`config.mk`:
```
export PLATFORM = sky130hd
export DESIGN_NAME = ata_taskfile_command_sequencer_unit
export DESIGN_NICKNAME = d
export VERILOG_FILES = /design/src/design/ata_tfs_pkg.sv /design/src/design/ata_tfs_front.sv /design/src/design/ata_tfs_queue.sv /design/src/design/ata_tfs_back.sv /design/src/design/ata_taskfile_command_sequencer_unit.sv
export SDC_FILE = /design/constraint.sdc
export NUM_CORES = 1
export LEC_CHECK = 0
export CORE_UTILIZATION = 49
export DETAILED_ROUTE_END_ITERATION = 12
export DONT_BUFFER_PORTS = 1
export SLEW_MARGIN = 20
export SYNTH_ARGS = -nofsm -noshare
export SYNTH_HDL_FRONTEND = slang
export SYNTH_SLANG_ARGS = --single-unit
```
`constraint.sdc`:
```
create_clock -name clock -period 9.2 [get_ports clock]
set_clock_uncertainty 0.1 [all_clocks]
set_input_delay 0.46 -clock clock [delete_from_list [all_inputs] [get_ports clock]]
set_output_delay 0.46 -clock clock [all_outputs]
set_load 0.05 [all_outputs]
```
`src/design/ata_tfs_pkg.sv`:
```
`default_nettype none

package ata_tfs_pkg;

   // Configuration register indexes.
   localparam int CSR_DATA_W = 33;
   localparam logic [1:0] CSR_DEVICE_SECTORS = 2'd0;
   localparam logic [1:0] CSR_LBA_CAPABLE    = 2'd1;
   localparam logic [1:0] CSR_USE_DMA        = 2'd2;
   localparam logic [1:0] CSR_SLAVE_SELECT   = 2'd3;

   // Task-file register selects.
   localparam logic [2:0] REG_FEATURE   = 3'd0;
   localparam logic [2:0] REG_SECT_CNT  = 3'd1;
   localparam logic [2:0] REG_SECTOR    = 3'd2;
   localparam logic [2:0] REG_CYL_LOW   = 3'd3;
   localparam logic [2:0] REG_CYL_HIGH  = 3'd4;
   localparam logic [2:0] REG_DRV_HEAD  = 3'd5;
   localparam logic [2:0] REG_COMMAND   = 3'd6;

   // Command opcodes.
   localparam logic [7:0] CMD_RD_PIO     = 8'h20;
   localparam logic [7:0] CMD_RD_PIO_EXT = 8'h24;
   localparam logic [7:0] CMD_RD_DMA     = 8'hC8;
   localparam logic [7:0] CMD_RD_DMA_EXT = 8'h25;
   localparam logic [7:0] CMD_WR_PIO     = 8'h30;
   localparam logic [7:0] CMD_WR_PIO_EXT = 8'h34;
   localparam logic [7:0] CMD_WR_DMA     = 8'hCA;
   localparam logic [7:0] CMD_WR_DMA_EXT = 8'h35;

   // Drive/head register base values.
   localparam logic [7:0] DH_LBA48 = 8'h40;
   localparam logic [7:0] DH_LBA28 = 8'hE0;
   localparam logic [7:0] DH_CHS   = 8'hA0;

   // CHS geometry: 63 sectors per track, 16 heads.
   localparam int CHS_SECTORS     = 63;
   localparam int CHS_HEADS       = 16;
   localparam int CHS_CYL_SECTORS = CHS_SECTORS * CHS_HEADS;
   // floor(2^38 / 1008); the quotient estimate is exact or one low for 28-bit inputs.
   localparam int CHS_CYL_SHIFT = 38;
   localparam logic [28:0] CHS_CYL_RECIP = 29'd272696336;

   typedef struct packed {
      logic        op;
      logic [31:0] start_lba;
      logic [7:0]  sector_count;
   } req_type;

   typedef struct packed {
      logic [2:0] reg_sel;
      logic [7:0] reg_value;
      logic       out_of_range;
      logic       last_write;
   } rsp_type;

   typedef struct packed {
      logic [32:0] device_sectors;
      logic        lba_capable;
      logic        use_dma;
      logic        slave_select;
   } cfg_type;

   // One decoded request as handed from the front to the back.
   typedef struct packed {
      logic       err;
      logic       need_sel;
      logic       ext;
      logic       ms;
      logic [7:0] count;
      logic [7:0] hob_sector;
      logic [7:0] sector;
      logic [7:0] cyl_lo;
      logic [7:0] cyl_hi;
      logic [7:0] dev_head;
      logic [7:0] command;
   } desc_type;

endpackage

`default_nettype wire

```
`src/design/ata_tfs_front.sv`:
```
`default_nettype none

module ata_tfs_front
   import ata_tfs_pkg::*;
#(
   parameter int DEPTH = 4
) (
   input  logic                         clock,
   input  logic                         reset,
   input  logic                         req_valid,
   output logic                         req_stall,
   input  req_type                      req_data,
   input  cfg_type                      cfg,
   input  logic [$clog2(DEPTH+1)-1:0]   queue_count,
   output logic                         push,
   output desc_type                     push_data
);

   localparam int SUM_W  = $clog2(DEPTH + 4);
   localparam int PROD_W = 57;
   localparam int QUOT_W = PROD_W - CHS_CYL_SHIFT;

   typedef struct packed {
      req_type req;
      logic    err;
      logic    zero;
      logic    need_sel;
      logic    ext;
      logic    chs;
      logic    ms;
      logic    dma;
   } info_type;

   logic                s1_valid_ff;
   req_type             s1_req_ff;
   logic                s2_valid_ff;
   info_type            s2_info_ff;
   logic [QUOT_W-1:0]   s2_quot_ff;
   logic                s3_valid_ff;
   info_type            s3_info_ff;
   logic [15:0]         s3_cyl_ff;
   logic [9:0]          s3_rem_ff;
   logic                sel_valid_ff;
   logic                sel_slave_ff;

   logic [SUM_W-1:0]    in_flight;
   logic                accept;
   logic [32:0]         end_lba;
   info_type            s1_info;
   logic [PROD_W-1:0]   product;
   logic [28:0]         quot_x1008;
   logic [28:0]         rem_full;
   logic [10:0]         rem_est;
   logic                rem_fix;
   logic [QUOT_W-1:0]   quot_fixed;
   logic [9:0]          rem_in;
   logic [15:1]         at_least;
   logic [3:0]          head;
   logic [9:0]          head_x63;
   logic [9:0]          sect;
   logic [7:0]          command;

   // Credit check: everything in the pipe must find room in the queue.
   assign in_flight = SUM_W'(queue_count) + SUM_W'(s1_valid_ff) + SUM_W'(s2_valid_ff)
                      + SUM_W'(s3_valid_ff);
   assign req_stall = (in_flight >= SUM_W'(DEPTH));
   assign accept    = req_valid && !req_stall;

   // Stage 1: range check, drive selection and the cylinder quotient product.
   always_comb begin
      end_lba          = {1'b0, s1_req_ff.start_lba} + 33'(s1_req_ff.sector_count);
      s1_info.req      = s1_req_ff;
      s1_info.err      = (end_lba > cfg.device_sectors);
      s1_info.zero     = (s1_req_ff.sector_count == 8'd0);
      s1_info.need_sel = !sel_valid_ff || (sel_slave_ff != cfg.slave_select);
      s1_info.ext      = (s1_req_ff.start_lba[31:28] != 4'd0);
      s1_info.chs      = !cfg.lba_capable;
      s1_info.ms       = cfg.slave_select;
      s1_info.dma      = cfg.use_dma;
      product          = PROD_W'(s1_req_ff.start_lba[27:0]) * PROD_W'(CHS_CYL_RECIP);
   end

   // Stage 2: the estimate is never high and at most one low, so one correction suffices.
   always_comb begin
      quot_x1008 = {s2_quot_ff, 10'd0} - {6'd0, s2_quot_ff, 4'd0};
      rem_full   = {1'b0, s2_info_ff.req.start_lba[27:0]} - quot_x1008;
      rem_est    = rem_full[10:0];
      rem_fix    = (rem_est >= 11'(CHS_CYL_SECTORS));
      quot_fixed = s2_quot_ff + QUOT_W'(rem_fix);
      rem_in     = rem_fix ? 10'(rem_est - 11'(CHS_CYL_SECTORS)) : rem_est[9:0];
   end

   // Stage 3: head from a thermometer of track boundaries, then the sector.
   always_comb begin
      for (int k = 1; k < CHS_HEADS; k++) begin
         at_least[k] = (s3_rem_ff >= 10'(CHS_SECTORS * k));
      end
      head = 4'd0;
      for (int k = 1; k < CHS_HEADS; k++) begin
         if (at_least[k]) begin
            head = 4'(k);
         end
      end
      head_x63 = {head, 6'd0} - {6'd0, head};
      sect     = s3_rem_ff - head_x63 + 10'd1;
   end

   always_comb begin
      unique case ({s3_info_ff.req.op, s3_info_ff.dma, s3_info_ff.ext})
         3'b000:  command = CMD_RD_PIO;
         3'b001:  command = CMD_RD_PIO_EXT;
         3'b010:  command = CMD_RD_DMA;
         3'b011:  command = CMD_RD_DMA_EXT;
         3'b100:  command = CMD_WR_PIO;
         3'b101:  command = CMD_WR_PIO_EXT;
         3'b110:  command = CMD_WR_DMA;
         3'b111:  command = CMD_WR_DMA_EXT;
         default: command = CMD_RD_PIO;
      endcase
   end

   always_comb begin
      push_data.err        = s3_info_ff.err;
      push_data.need_sel   = s3_info_ff.need_sel;
      push_data.ext        = s3_info_ff.ext;
      push_data.ms         = s3_info_ff.ms;
      push_data.count      = s3_info_ff.req.sector_count;
      push_data.hob_sector = s3_info_ff.req.start_lba[31:24];
      push_data.command    = command;
      if (s3_info_ff.ext) begin
         push_data.sector   = s3_info_ff.req.start_lba[7:0];
         push_data.cyl_lo   = s3_info_ff.req.start_lba[15:8];
         push_data.cyl_hi   = s3_info_ff.req.start_lba[23:16];
         push_data.dev_head = DH_LBA48 | {3'd0, s3_info_ff.ms, 4'd0};
      end else if (!s3_info_ff.chs) begin
         push_data.sector   = s3_info_ff.req.start_lba[7:0];
         push_data.cyl_lo   = s3_info_ff.req.start_lba[15:8];
         push_data.cyl_hi   = s3_info_ff.req.start_lba[23:16];
         push_data.dev_head = DH_LBA28 | {3'd0, s3_info_ff.ms,
                                          s3_info_ff.req.start_lba[27:24]};
      end else begin
         push_data.sector   = sect[7:0];
         push_data.cyl_lo   = s3_cyl_ff[7:0];
         push_data.cyl_hi   = s3_cyl_ff[15:8];
         push_data.dev_head = DH_CHS | {3'd0, s3_info_ff.ms, head};
      end
   end

   assign push = s3_valid_ff && !s3_info_ff.zero;

   always_ff @(posedge clock) begin
      if (reset) begin
         s1_valid_ff  <= 1'b0;
         s2_valid_ff  <= 1'b0;
         s3_valid_ff  <= 1'b0;
         sel_valid_ff <= 1'b0;
         sel_slave_ff <= 1'b0;
      end else begin
         s1_valid_ff <= accept;
         s2_valid_ff <= s1_valid_ff;
         s3_valid_ff <= s2_valid_ff;
         // Only a request that will reach the drive changes the recorded selection.
         if (s1_valid_ff && !s1_info.zero && !s1_info.err) begin
            sel_valid_ff <= 1'b1;
            sel_slave_ff <= cfg.slave_select;
         end
      end
   end

   always_ff @(posedge clock) begin
      if (accept) begin
         s1_req_ff <= req_data;
      end
      s2_info_ff <= s1_info;
      s2_quot_ff <= product[PROD_W-1:CHS_CYL_SHIFT];
      s3_info_ff <= s2_info_ff;
      s3_cyl_ff  <= quot_fixed[15:0];
      s3_rem_ff  <= rem_in;
   end

endmodule

`default_nettype wire

```
`src/design/ata_tfs_queue.sv`:
```
`default_nettype none

module ata_tfs_queue
   import ata_tfs_pkg::*;
#(
   parameter int DEPTH = 4
) (
   input  logic                         clock,
   input  logic                         reset,
   input  logic                         push,
   input  desc_type                     push_data,
   input  logic                         pop,
   output logic                         head_valid,
   output desc_type                     head_desc,
   output logic [$clog2(DEPTH+1)-1:0]   count
);

   localparam int PTR_W = $clog2(DEPTH);
   localparam int CNT_W = $clog2(DEPTH + 1);

   desc_type          entry_ff [DEPTH];
   logic [PTR_W-1:0]  wr_ptr_ff;
   logic [PTR_W-1:0]  wr_ptr_in;
   logic [PTR_W-1:0]  rd_ptr_ff;
   logic [PTR_W-1:0]  rd_ptr_in;
   logic [CNT_W-1:0]  count_ff;
   logic [CNT_W-1:0]  count_in;
   logic              do_pop;

   assign head_valid = (count_ff != CNT_W'(0));
   assign head_desc  = entry_ff[rd_ptr_ff];
   assign count      = count_ff;
   assign do_pop     = pop && head_valid;

   always_comb begin
      wr_ptr_in = wr_ptr_ff;
      rd_ptr_in = rd_ptr_ff;
      if (push) begin
         wr_ptr_in = (wr_ptr_ff == PTR_W'(DEPTH - 1)) ? PTR_W'(0) : wr_ptr_ff + PTR_W'(1);
      end
      if (do_pop) begin
         rd_ptr_in = (rd_ptr_ff == PTR_W'(DEPTH - 1)) ? PTR_W'(0) : rd_ptr_ff + PTR_W'(1);
      end
      count_in = count_ff + CNT_W'(push) - CNT_W'(do_pop);
   end

   always_ff @(posedge clock) begin
      if (reset) begin
         wr_ptr_ff <= '0;
         rd_ptr_ff <= '0;
         count_ff  <= '0;
      end else begin
         wr_ptr_ff <= wr_ptr_in;
         rd_ptr_ff <= rd_ptr_in;
         count_ff  <= count_in;
      end
   end

   always_ff @(posedge clock) begin
      if (push) begin
         entry_ff[wr_ptr_ff] <= push_data;
      end
   end

endmodule

`default_nettype wire

```
`src/design/ata_tfs_back.sv`:
```
`default_nettype none

module ata_tfs_back
   import ata_tfs_pkg::*;
(
   input  logic     clock,
   input  logic     reset,
   input  logic     head_valid,
   input  desc_type head_desc,
   output logic     pop,
   output logic     rsp_valid,
   input  logic     rsp_stall,
   output rsp_type  rsp_data
);

   typedef enum logic [13:0] {
      ST_START     = 14'b00000000000001,
      ST_ERR       = 14'b00000000000010,
      ST_SEL       = 14'b00000000000100,
      ST_HOB_CNT   = 14'b00000000001000,
      ST_HOB_SECT  = 14'b00000000010000,
      ST_HOB_CYLLO = 14'b00000000100000,
      ST_HOB_CYLHI = 14'b00000001000000,
      ST_FEAT      = 14'b00000010000000,
      ST_CNT       = 14'b00000100000000,
      ST_SECT      = 14'b00001000000000,
      ST_CYLLO     = 14'b00010000000000,
      ST_CYLHI     = 14'b00100000000000,
      ST_DH        = 14'b01000000000000,
      ST_CMD       = 14'b10000000000000
   } step_type;

   step_type step_ff;
   step_type step_in;
   step_type first_step;
   step_type cur_step;
   step_type nxt_step;
   rsp_type  beat;
   rsp_type  rsp_data_ff;
   logic     rsp_valid_ff;
   logic     advance;

   assign advance = head_valid && (!rsp_valid_ff || !rsp_stall);

   always_comb begin
      priority if (head_desc.err) begin
         first_step = ST_ERR;
      end else if (head_desc.need_sel) begin
         first_step = ST_SEL;
      end else if (head_desc.ext) begin
         first_step = ST_HOB_CNT;
      end else begin
         first_step = ST_FEAT;
      end
      cur_step = (step_ff == ST_START) ? first_step : step_ff;
   end

   always_comb begin
      beat.reg_sel      = REG_FEATURE;
      beat.reg_value    = 8'd0;
      beat.out_of_range = 1'b0;
      beat.last_write   = 1'b0;
      nxt_step          = ST_START;
      unique case (cur_step)
         ST_ERR: begin
            beat.out_of_range = 1'b1;
            beat.last_write   = 1'b1;
         end
         ST_SEL: begin
            beat.reg_sel   = REG_DRV_HEAD;
            beat.reg_value = {3'd0, head_desc.ms, 4'd0};
            nxt_step       = head_desc.ext ? ST_HOB_CNT : ST_FEAT;
         end
         ST_HOB_CNT: begin
            beat.reg_sel = REG_SECT_CNT;
            nxt_step     = ST_HOB_SECT;
         end
         ST_HOB_SECT: begin
            beat.reg_sel   = REG_SECTOR;
            beat.reg_value = head_desc.hob_sector;
            nxt_step       = ST_HOB_CYLLO;
         end
         ST_HOB_CYLLO: begin
            beat.reg_sel = REG_CYL_LOW;
            nxt_step     = ST_HOB_CYLHI;
         end
         ST_HOB_CYLHI: begin
            beat.reg_sel = REG_CYL_HIGH;
            nxt_step     = ST_CNT;
         end
         ST_FEAT: begin
            nxt_step = ST_CNT;
         end
         ST_CNT: begin
            beat.reg_sel   = REG_SECT_CNT;
            beat.reg_value = head_desc.count;
            nxt_step       = ST_SECT;
         end
         ST_SECT: begin
            beat.reg_sel   = REG_SECTOR;
            beat.reg_value = head_desc.sector;
            nxt_step       = ST_CYLLO;
         end
         ST_CYLLO: begin
            beat.reg_sel   = REG_CYL_LOW;
            beat.reg_value = head_desc.cyl_lo;
            nxt_step       = ST_CYLHI;
         end
         ST_CYLHI: begin
            beat.reg_sel   = REG_CYL_HIGH;
            beat.reg_value = head_desc.cyl_hi;
            nxt_step       = ST_DH;
         end
         ST_DH: begin
            beat.reg_sel   = REG_DRV_HEAD;
            beat.reg_value = head_desc.dev_head;
            nxt_step       = ST_CMD;
         end
         ST_CMD: begin
            beat.reg_sel    = REG_COMMAND;
            beat.reg_value  = head_desc.command;
            beat.last_write = 1'b1;
         end
         default: begin
            nxt_step = ST_START;
         end
      endcase
   end

   always_comb begin
      step_in = step_ff;
      if (advance) begin
         step_in = beat.last_write ? ST_START : nxt_step;
      end
   end

   assign pop       = advance && beat.last_write;
   assign rsp_valid = rsp_valid_ff;
   assign rsp_data  = rsp_data_ff;

   always_ff @(posedge clock) begin
      if (reset) begin
         step_ff      <= ST_START;
         rsp_valid_ff <= 1'b0;
      end else begin
         step_ff <= step_in;
         if (advance) begin
            rsp_valid_ff <= 1'b1;
         end else if (!rsp_stall) begin
            rsp_valid_ff <= 1'b0;
         end
      end
   end

   always_ff @(posedge clock) begin
      if (advance) begin
         rsp_data_ff <= beat;
      end
   end

endmodule

`default_nettype wire

```
`src/design/ata_taskfile_command_sequencer_unit.sv`:
```
// A request's first write reaches rsp via the front stages, the queue and the output register.
// One register write per cycle unless rsp_stall holds it; a request of n writes (1 to 11)
// holds the back end until its last write; requests queue at one per cycle unless req_stall.
// Reset is synchronous and active high: it restores the configuration registers to their
// defaults, forgets the drive selection and empties the pipeline and the queue.
`default_nettype none

module ata_taskfile_command_sequencer_unit
   import ata_tfs_pkg::*;
#(
   parameter int QUEUE_DEPTH = 4
) (
   input  logic                  clock,
   input  logic                  reset,
   input  logic                  req_valid,
   output logic                  req_stall,
   input  req_type               req_data,
   output logic                  rsp_valid,
   input  logic                  rsp_stall,
   output rsp_type               rsp_data,
   input  logic                  csr_wr_en,
   input  logic [1:0]            csr_index,
   input  logic [CSR_DATA_W-1:0] csr_wdata
);

   localparam int CNT_W = $clog2(QUEUE_DEPTH + 1);

   cfg_type           cfg_ff;
   cfg_type           cfg_in;
   logic              push;
   desc_type          push_data;
   logic              pop;
   logic              head_valid;
   desc_type          head_desc;
   logic [CNT_W-1:0]  queue_count;

   always_comb begin
      cfg_in = cfg_ff;
      if (csr_wr_en) begin
         unique case (csr_index)
            CSR_DEVICE_SECTORS: cfg_in.device_sectors = csr_wdata;
            CSR_LBA_CAPABLE:    cfg_in.lba_capable    = csr_wdata[0];
            CSR_USE_DMA:        cfg_in.use_dma        = csr_wdata[0];
            CSR_SLAVE_SELECT:   cfg_in.slave_select   = csr_wdata[0];
            default:            cfg_in = cfg_ff;
         endcase
      end
   end

   always_ff @(posedge clock) begin
      if (reset) begin
         cfg_ff.device_sectors <= '0;
         cfg_ff.lba_capable    <= 1'b1;
         cfg_ff.use_dma        <= 1'b0;
         cfg_ff.slave_select   <= 1'b0;
      end else begin
         cfg_ff <= cfg_in;
      end
   end

   ata_tfs_front #(
      .DEPTH (QUEUE_DEPTH)
   ) u_front (
      .clock       (clock),
      .reset       (reset),
      .req_valid   (req_valid),
      .req_stall   (req_stall),
      .req_data    (req_data),
      .cfg         (cfg_ff),
      .queue_count (queue_count),
      .push        (push),
      .push_data   (push_data)
   );

   ata_tfs_queue #(
      .DEPTH (QUEUE_DEPTH)
   ) u_queue (
      .clock      (clock),
      .reset      (reset),
      .push       (push),
      .push_data  (push_data),
      .pop        (pop),
      .head_valid (head_valid),
      .head_desc  (head_desc),
      .count      (queue_count)
   );

   ata_tfs_back u_back (
      .clock      (clock),
      .reset      (reset),
      .head_valid (head_valid),
      .head_desc  (head_desc),
      .pop        (pop),
      .rsp_valid  (rsp_valid),
      .rsp_stall  (rsp_stall),
      .rsp_data   (rsp_data)
   );

endmodule

`default_nettype wire

```
==> results of run 1 <==
[layout make-up]
type	count	area [um2]
multi-input combinational	1132	9610
antenna	1	2.50
sequential	476	12300
tap	600	751
fill	3722	19700
clock inverter	27	355
timing repair buffer	85	841
clock buffer	65	1380
inverter	207	777
[power by group]
part / total (mW) / internal [mW] / switching [mW] / leakage (nW)
combinational: 3.30 / 1.44 / 1.86 / 5.28
clock: 2.08 / 1.24 / 0.839 / 0.842
sequential: 2.88 / 2.54 / 0.336 / 4.17
[cell usage in the layout, fill, tap and decap left out, types with 8 or more instances in the layout]
| cell | instances |
|---|---|
| nor2b_1 | 14 |
| dlygate4sd3_1 | 76 |
| xnor2_1 | 67 |
| nand3_1 | 30 |
| xor2_1 | 16 |
| clkinv_2 | 10 |
| a21o_1 | 31 |
| nand2_1 | 187 |
| nand2b_1 | 11 |
| nor4_1 | 10 |
| o21ai_0 | 32 |
| nor2_1 | 69 |
| a22oi_1 | 13 |
| mux4_2 | 55 |
| dfxtp_1 | 200 |
| nand4_1 | 25 |
| inv_1 | 206 |
| a21oi_1 | 116 |
| o21bai_1 | 12 |
| nand3b_1 | 9 |
| edfxtp_1 | 274 |
| o22ai_1 | 8 |
| o21a_1 | 15 |
| ha_1 | 223 |
| and2_1 | 8 |
| nor3_1 | 25 |
| buf_4 | 8 |
| fa_1 | 33 |
| clkbuf_16 | 52 |
| clkbuf_1 | 10 |
[registers in the layout (all words and copies together) (netlist names), 2 cells and up, named ones only]
register and count:
u_queue.entry_ff 220, u_front.s2_info_ff 48, u_front.s1_info 41, cfg_ff 36, u_front.s3_info_ff 26, u_front.push_data 19, u_front.s2_quot_ff 16, u_front.s3_cyl_ff 16
u_back.rsp_data 13, u_back.step_ff 12, u_front.s3_rem_ff 8, u_front.command 6, u_queue.count 3, u_queue.rd_ptr_ff 2, u_queue.wr_ptr_ff 2
[kinds of logic (layout without fill, tap and decap cells)]
| kind of cell | count (synthesis) | count (layout) |
|---|---|---|
| DFF | 476 | 476 |
| and+or+nand+nor | 429 | 429 |
| AOI/OAI and AO/OA | 299 | 299 |
| buffers and inverters | 258 | 384 |
| adders and majority gates | 256 | 256 |
| xor gates and xnor gates | 83 | 83 |
| muxes | 65 | 65 |
| other | 0 | 1 |
[tightest hold or removal path, delay by kind of cell]
family           cells  cell delay [ns]
and+or+nand+nor      2             0.11
muxes                1             0.11
[per-layer routing]
| layer | vias up | wire length (um) | global-route usage, % |
|---|---|---|---|
| met5 | - | 0 | 0 |
| met4 | 0 | 1530 | 7.72 |
| met3 | 84 | 1900 | 2.83 |
| met2 | 311 | 25900 | 38.6 |
| met1 | 6856 | 22700 | 29.0 |
| li1 | 6873 | - | - |
[path summary, 6_finish.rpt]
check                                            start                     end  slack [ns]
worst max-delay path               u_front.s1_info[16]  u_front.s2_quot_ff[14]        3.86
worst min register to register  u_front.s2_info_ff[37]  u_front.s3_info_ff[37]        0.22
worst max register to register     u_front.s1_info[16]  u_front.s2_quot_ff[14]        3.86
worst min-delay path                      csr_index[0]               cfg_ff[1]        0.05
[repair_timing]
item,4_1_cts,5_1_grt
endpoints found under the hold margin,96,0
hold buffers,77,0
setup endpoints to repair,0,0
==> impl_summary.md, run 1 <==
Outcome
The run finished with clean final reports.

Place
The placed wire-length estimate is 37100 um. After detailed placement, the total cell area comes to 23500 um2. After detailed placement, the design holds a cell count of 2423.

The routability congestion estimate from global placement is 0.912. OpenSTA, run right after detailed placement, puts the worst setup slack at 3.86 ns. The count of input and output buffers is 0.

CTS
The buffer type at the clock tree root is clkbuf_16. The number of gates resized after CTS is 0. The clock tree from TritonCTS is done. The number of clock buffers added by TritonCTS is 49. The number of H-tree branching levels is 2. The clock-pin slew on the worst setup and hold paths is 0.06 ns. The number of post-CTS setup repair buffers is 0. The latest clock arrival within the worst-skew pair is 0.60 ns. The number of sinks on the clock net is 476.

Counting along the longest clock path gives a buffer depth of 3.

Routing
For this run, design rule violations remaining after detail routing come to 0. The final route contains 14100 vias. After detailed routing, the number of vias per cell comes to 5.45. In this run, the number of DRC markers left after iteration 0 of detailed routing was 839. After detailed routing, the average wire length per cell comes to 20.0 um. The final antenna-violating net count is 0. The total routed wirelength is 52000 um.

The first TritonRoute pass finished after 5 iterations.

Yosys
The share of the synthesized netlist area taken by xor and xnor gates is 3.18%. The number of nets handed over by synthesis was 2203. The synthesized netlist devotes 9.12% of its cell area to simple gates. The synthesized netlist devotes 8.70% of its cell area to compound gates. The primary flip-flop cell chosen by synthesis mapping is edfxtp_1.

The summed instance area of the synthesized netlist is 22800 um2. The flop and latch count out of synthesis is 476. The number of enable-type register cells in the synthesized netlist is 274.

The number of different library cells used by synthesis comes to 87. Summing the areas of all fa, ha and maj instances in the mapped netlist gives 15.1% of the synthesized area. Sorting the synthesized cells by area gives the leading types as edfxtp_1, dfxtp_1, ha_1. The proportion of netlist area held by the largest area contributor is 36.0%. Multiplexer cells account for 5.88% of the synthesized area. Counting instances in the post-synthesis netlist gives the leading cell types as edfxtp_1, ha_1, inv_1. Sequential elements use 53.7% of the synthesized area. The average instance area after synthesis is 12.2 um2. The cell count after synthesis is 1866. The dominant cell by count in the synthesized netlist is edfxtp_1. The total of warnings raised by yosys is 0.

The main combinational cell family by area after synthesis is adder cells. Counting flops with an async set or reset pin after synthesis yields a share of 0%. The library cell with the largest summed area after synthesis is edfxtp_1.

Timing
The setup-violating endpoint count in the final report is 0. Final hold analysis gives a worst-case slack of 0.0528 ns. For this run, the top clock speed supported by timing is 187 MHz. The max-slew headroom at the worst pin is 34.2%.

The total count of hold-check failures in the final report is 0. The number of pins with negative max-slew slack in the final report is 0. The post-layout minimum cycle time is 5.34 ns. At the pin with the least slew margin, the transition time is 0.983 ns. The final worst slack is 3.86 ns. Of the available clock period, the critical path in the final layout requires 58.1%. Setup repair after global routing left no endpoint under its margin. Adding up every negative setup slack in the final design gives 0 ns.

Critical path
STA classifies the critical path endpoint as a flip-flop. The count of cells along the worst register-to-register path is 17. Counting buffers and inverters, the worst setup path is 17 cells deep. STA classifies the critical path startpoint as a flip-flop. The slowest stage of the critical path belongs to the cell fa_1.

The signal on the critical path passes through ha_1, inv_1, fa_1, fa_1, inv_1, fa_1, ha_1, ha_1, a21oi_1, o21a_1, a2bb2oi_1, a31oi_2, o2111ai_4, a211oi_4, a311o_2, a21oi_2, xnor2_1. At the worst endpoint, the arrival time is 5.77 ns. The cell family with the largest share of critical-path delay is adder cells. The required arrival time at the worst endpoint is 9.63 ns. The combined buffer and inverter count along the critical path is 2. The worst-path maximum fanout is 6. The largest single stage delay on the critical path is 0.53 ns. The setup path with the least slack is of type reg -> reg.

Pwr
The analysis attributes to cell leakage a power of 10.3 nW. The maximum vdd drop is 0.295 mV. The total power after layout is 8.26 mW. The power density relative to cell area is 318 nW/um2.

Floorplan
The top-level port count is 96. The floorplan step defined a core boundary enclosing 45700 um2. The die is 218 um tall. The initial standard-cell utilization of the core is 50.0%. The floorplan has 78 rows.

The floorplan step defined a die boundary enclosing 47500 um2. The chip width is 218 um.

Layout
The finished cells cover 26000 um2. Cells fill 56.9% of the core in the end. Cells with a size suffix above 1 make up 8.99% of the layout. The finished layout holds 2593 standard cells, fillers aside.

The final layout net count is 2288. The area growth from synthesis to layout is 13.8%.

Job
The count of maximum capacitance violations is 0.

Global route
Global routing finished with a remaining overflow of 0. The number of antenna violations at the first check in global routing is 0. The largest net degree at the start of global routing is 56. In the global route stage, overall resource usage came out at 22.4%.

The wire length of the first global-routing pass is 80800 um. The number of global-route vias before repair was 14600.

Hold path
The tightest min-delay check is of the in -> reg type. Counting instances, the worst hold path has a depth of 3.
(Power assumes the default switching activity.)
==> inputs of run 2 (changes only) <==
--- a/config.mk
+++ b/config.mk
@@ -8,6 +8,7 @@
 export CORE_UTILIZATION = 49
 export DETAILED_ROUTE_END_ITERATION = 12
 export DONT_BUFFER_PORTS = 1
+export PLACE_DENSITY = 0.66
 export SLEW_MARGIN = 20
 export SYNTH_ARGS = -nofsm -noshare
 export SYNTH_HDL_FRONTEND = slang
==> constraint.sdc (replaced) <==
create_clock -name clock -period 4.3 [get_ports clock]
set_clock_uncertainty 0.1 [all_clocks]
set_input_delay 0.215 -clock clock [delete_from_list [all_inputs] [get_ports clock]]
set_output_delay 0.215 -clock clock [all_outputs]
set_load 0.05 [all_outputs]
==> run 2 against run 1 <==
  * The run now ends with negative setup slack left
  * Combinational power grew to 3.0 times the previous value
  * Sequential share of layout area shrank 3.4 points
  * Routed wire length grew 4.8%
  * Register-to-register slack lost 4.4 ns
  * Final area grew 7.7%
  * Via count grew 8.3%
  * Die area is the same
  * Sequential power grew 110%
  * Global-route usage grew 0.47 points
  * Critical path type unchanged
  * Critical endpoint is now u_front.s2_quot_ff[5]
==> impl_summary.md, run 2 (same netlist as run 1, synthesis figures left out) <==
Routing
The final antenna-violating net count was 0 (unchanged). The number of vias per cell after detailed routing is 5.48 (+0.56%). The mean routed wirelength per cell was 19.5 um (-2.7%). The remaining design rule violation count was 0 (unchanged). The first-pass detailed-route iteration total is 5 (unchanged). The total routed wirelength is 54500 um (+4.8%). The total number of vias is 15300 (+8.3%). The number of DRC markers after the initial detailed-route iteration came to 1088 (+30%).

Critical path
The endpoint arrival time on the critical path is 5.23 ns (-0.54 ns). The element type at the critical path start is a flip-flop. The required arrival time at the worst endpoint is 4.65 ns (-4.98 ns). The critical path ends at u_front.s2_quot_ff[5]. The worst-path maximum fanout is 4 (-2). The worst setup path is of the reg -> reg kind. In this run the critical register-to-register path is launched from u_front.s1_info[16]. The critical path goes through ha_4, inv_2, fa_1, fa_1, inv_2, fa_1, ha_4, ha_4, nand4_1, a2111oi_4, o221ai_2, a31oi_4, o2111ai_4, buf_4, buf_4, a21boi_2, o21a_1, nor2_1, xnor2_1. The worst setup path is captured at a flip-flop. The critical path launch point is u_front.s1_info[16]. The count of cells along the worst register-to-register path was 19 (+2). The combined buffer and inverter count along the critical path is 4 (+2). The cell family with the largest share of critical-path delay is adder cells. The endpoint of the worst register-to-register path is u_front.s2_quot_ff[5].

The reg2reg setup slack is -0.58 ns (-4.44 ns). The logic depth of the worst path, buffers included was 19 (+2). The standard cell with the maximum stage delay on the critical path is fa_1.

The largest incremental delay on the critical path is 0.52 ns (about the same).

Timing
The setup-violating endpoint count in the final report was 17 (+17). The transition time at the pin with the least slew margin is 0.993 ns (+0.0103 ns). The number of pins with negative max-slew slack in the final report was 0 (unchanged). The post-layout minimum cycle time came to 4.88 ns (-0.464 ns).

The maximum operating frequency is 205 MHz (+9.5%). Setup repair after global routing could not meet its margin everywhere. The final hold slack is 0.0590 ns (+0.00617 ns). The final worst slack was -0.580 ns (-4.44 ns).

The max-slew headroom at the worst pin was 33.7% (-0.47 points). The share of the clock period used by the worst path is 113% (+55 points). The total count of hold-check failures in the final report is 0 (unchanged).

CTS
The latest clock arrival within the worst-skew pair is 0.58 ns (-0.02 ns). The number of H-tree branching levels is 2 (unchanged). The clock-pin slew on the worst setup and hold paths is 0.07 ns (about the same). TritonCTS built the clock tree. The buffer type at the clock tree root is clkbuf_16. The total clock buffers created by CTS came to 45 (-8.2%). The number of sinks on the clock net is 476 (unchanged).

The deepest clock path buffer count is 3 (unchanged).

Pwr
The switching part of the total power is 36.5% (-0.23 points). The net load switching power is 7.30 mW (+140%). The power share of the sequential group is 30.1% (-4.8 points).

The static leakage is 11.2 nW (+9.2%). The maximum vdd drop was 0.538 mV (+82%). The portion of total power attributed to combinational logic was 48.8% (+8.8 points).

The cell-internal power is 12.7 mW (+140%). The power density relative to cell area is 714 nW/um2 (+120%). The total power after layout is 20.0 mW (+140%). The proportion of power drawn by the clock network is 21.2% (-4.0 points).

Layout
The most common cell after layout, fill and taps aside is edfxtp_1. The top cell types in the final layout, fill and taps aside, are edfxtp_1, buf_4, inv_1, dfxtp_1, ha_1. The area added between synthesis and finish is 22.5%. The final layout net count came to 2491 (+8.9%).

The share of final-layout standard cells stronger than drive strength 1 came to 20.3% (+11 points). The number of flip-flops under the largest register name was 220 (unchanged). The register with the most flip-flops is u_queue.entry_ff.

Floorplan
The overall die height came to 218 um (unchanged). The top-level port count is 96 (unchanged). The initial standard-cell utilization of the core is 50.0% (unchanged). The chip width was 218 um (unchanged). The placeable core region is 45700 um2 (unchanged). The die area is 47500 um2 (unchanged). The site row count is 78 (unchanged).

Place
The placed wire-length estimate was 37500 um (+1.0%). The routability congestion estimate from global placement is 0.861 (-5.6%). The count of input and output buffers was 0 (unchanged).

Global route
The number of antenna violations at the first check in global routing is 5 (+5). The global routing usage summed across all routing layers is 22.9% (+0.47 points). The wire length of the first global-routing pass is 83800 um (+3.7%). The remaining global-route overflow is 0 (unchanged). The number of global-route vias before repair was 15600 (+6.4%). The largest net degree at the start of global routing is 56 (unchanged).

Outcome
The final reports fail on negative setup slack. The run finished, with violations left.

Hold path
The type of the tightest min-delay check is in -> reg.

Job
The count of maximum capacitance violations was 0 (unchanged).
[run 2: area by class of cell]
class	instances	area (um2)
multi-input combinational	1132	10100
timing repair buffer	292	2450
tap	600	751
fill	3453	17700
clock buffer	59	1290
clock inverter	25	333
antenna	1	2.50
sequential	476	12300
inverter	207	777
[run 2: tightest hold or removal path, cell delays in order]
cell and delay (ns):
a21o_1 0.10, buf_4 0.24, a21o_1 0.14
[run 2: what timing repair did]
item | in CTS | in global routing
setup endpoints to repair | 18 | 31
pin swaps | 23 | 62
buffers inserted | 35 | 10
resized for setup | 25 | 53
hold buffers | 87 | 0
endpoints found under the hold margin | 104 | 0
[run 2: layer usage]
metal  track usage (%)  up-vias  routed length, um
met1              29.8     7527              23300
met3              2.58       90               2480
met4              5.69        0               1230
met2              40.5      410              27400
met5                 0        -                  0
li1                  -     7266                  -
[run 2: worst min-delay path by stage]
stage                            end  slack [ns]                   start  depth (start not counted)
6_report           u_back.step_ff[0]        0.06               rsp_stall                          3
5_1_grt            u_back.step_ff[0]        0.08               rsp_stall                          3
4_1_cts            u_back.step_ff[0]        0.05               rsp_stall                          3
3_5_place_dp       u_back.step_ff[3]        0.20                   reset                          1
3_3_place_gp       u_back.step_ff[3]        0.20                   reset                          1
2_1_floorplan  u_front.push_data[40]        0.21  u_front.s2_info_ff[39]                          0
[run 2: metrics by stage]
step                area [um2]  setup WS [ns]  std cells  util (%)  setup TNS, ns
floorplan                23000         -0.422       1866         -          -2.72
global placement         24800         -0.530       2578      54.2          -5.51
detailed placement       24800         -0.635       2578      54.2          -7.13
CTS                      27700         -0.532       2783      60.6          -5.02
global route             28000         -0.739       2791      61.3          -9.40
finish                   28000         -0.580       2792      61.3          -6.45
[run 2: power by group through the flow]
stage | logic [mW] | clock network (mW) | registers [mW]
after floorplan | 5.99 | 0 | 5.93
after global placement | 8.53 | 0 | 6.08
after detailed placement | 8.69 | 0 | 6.10
after CTS | 9.24 | 4.28 | 6.01
after global routing | 10.8 | 4.46 | 6.07
final | 9.76 | 4.23 | 6.01
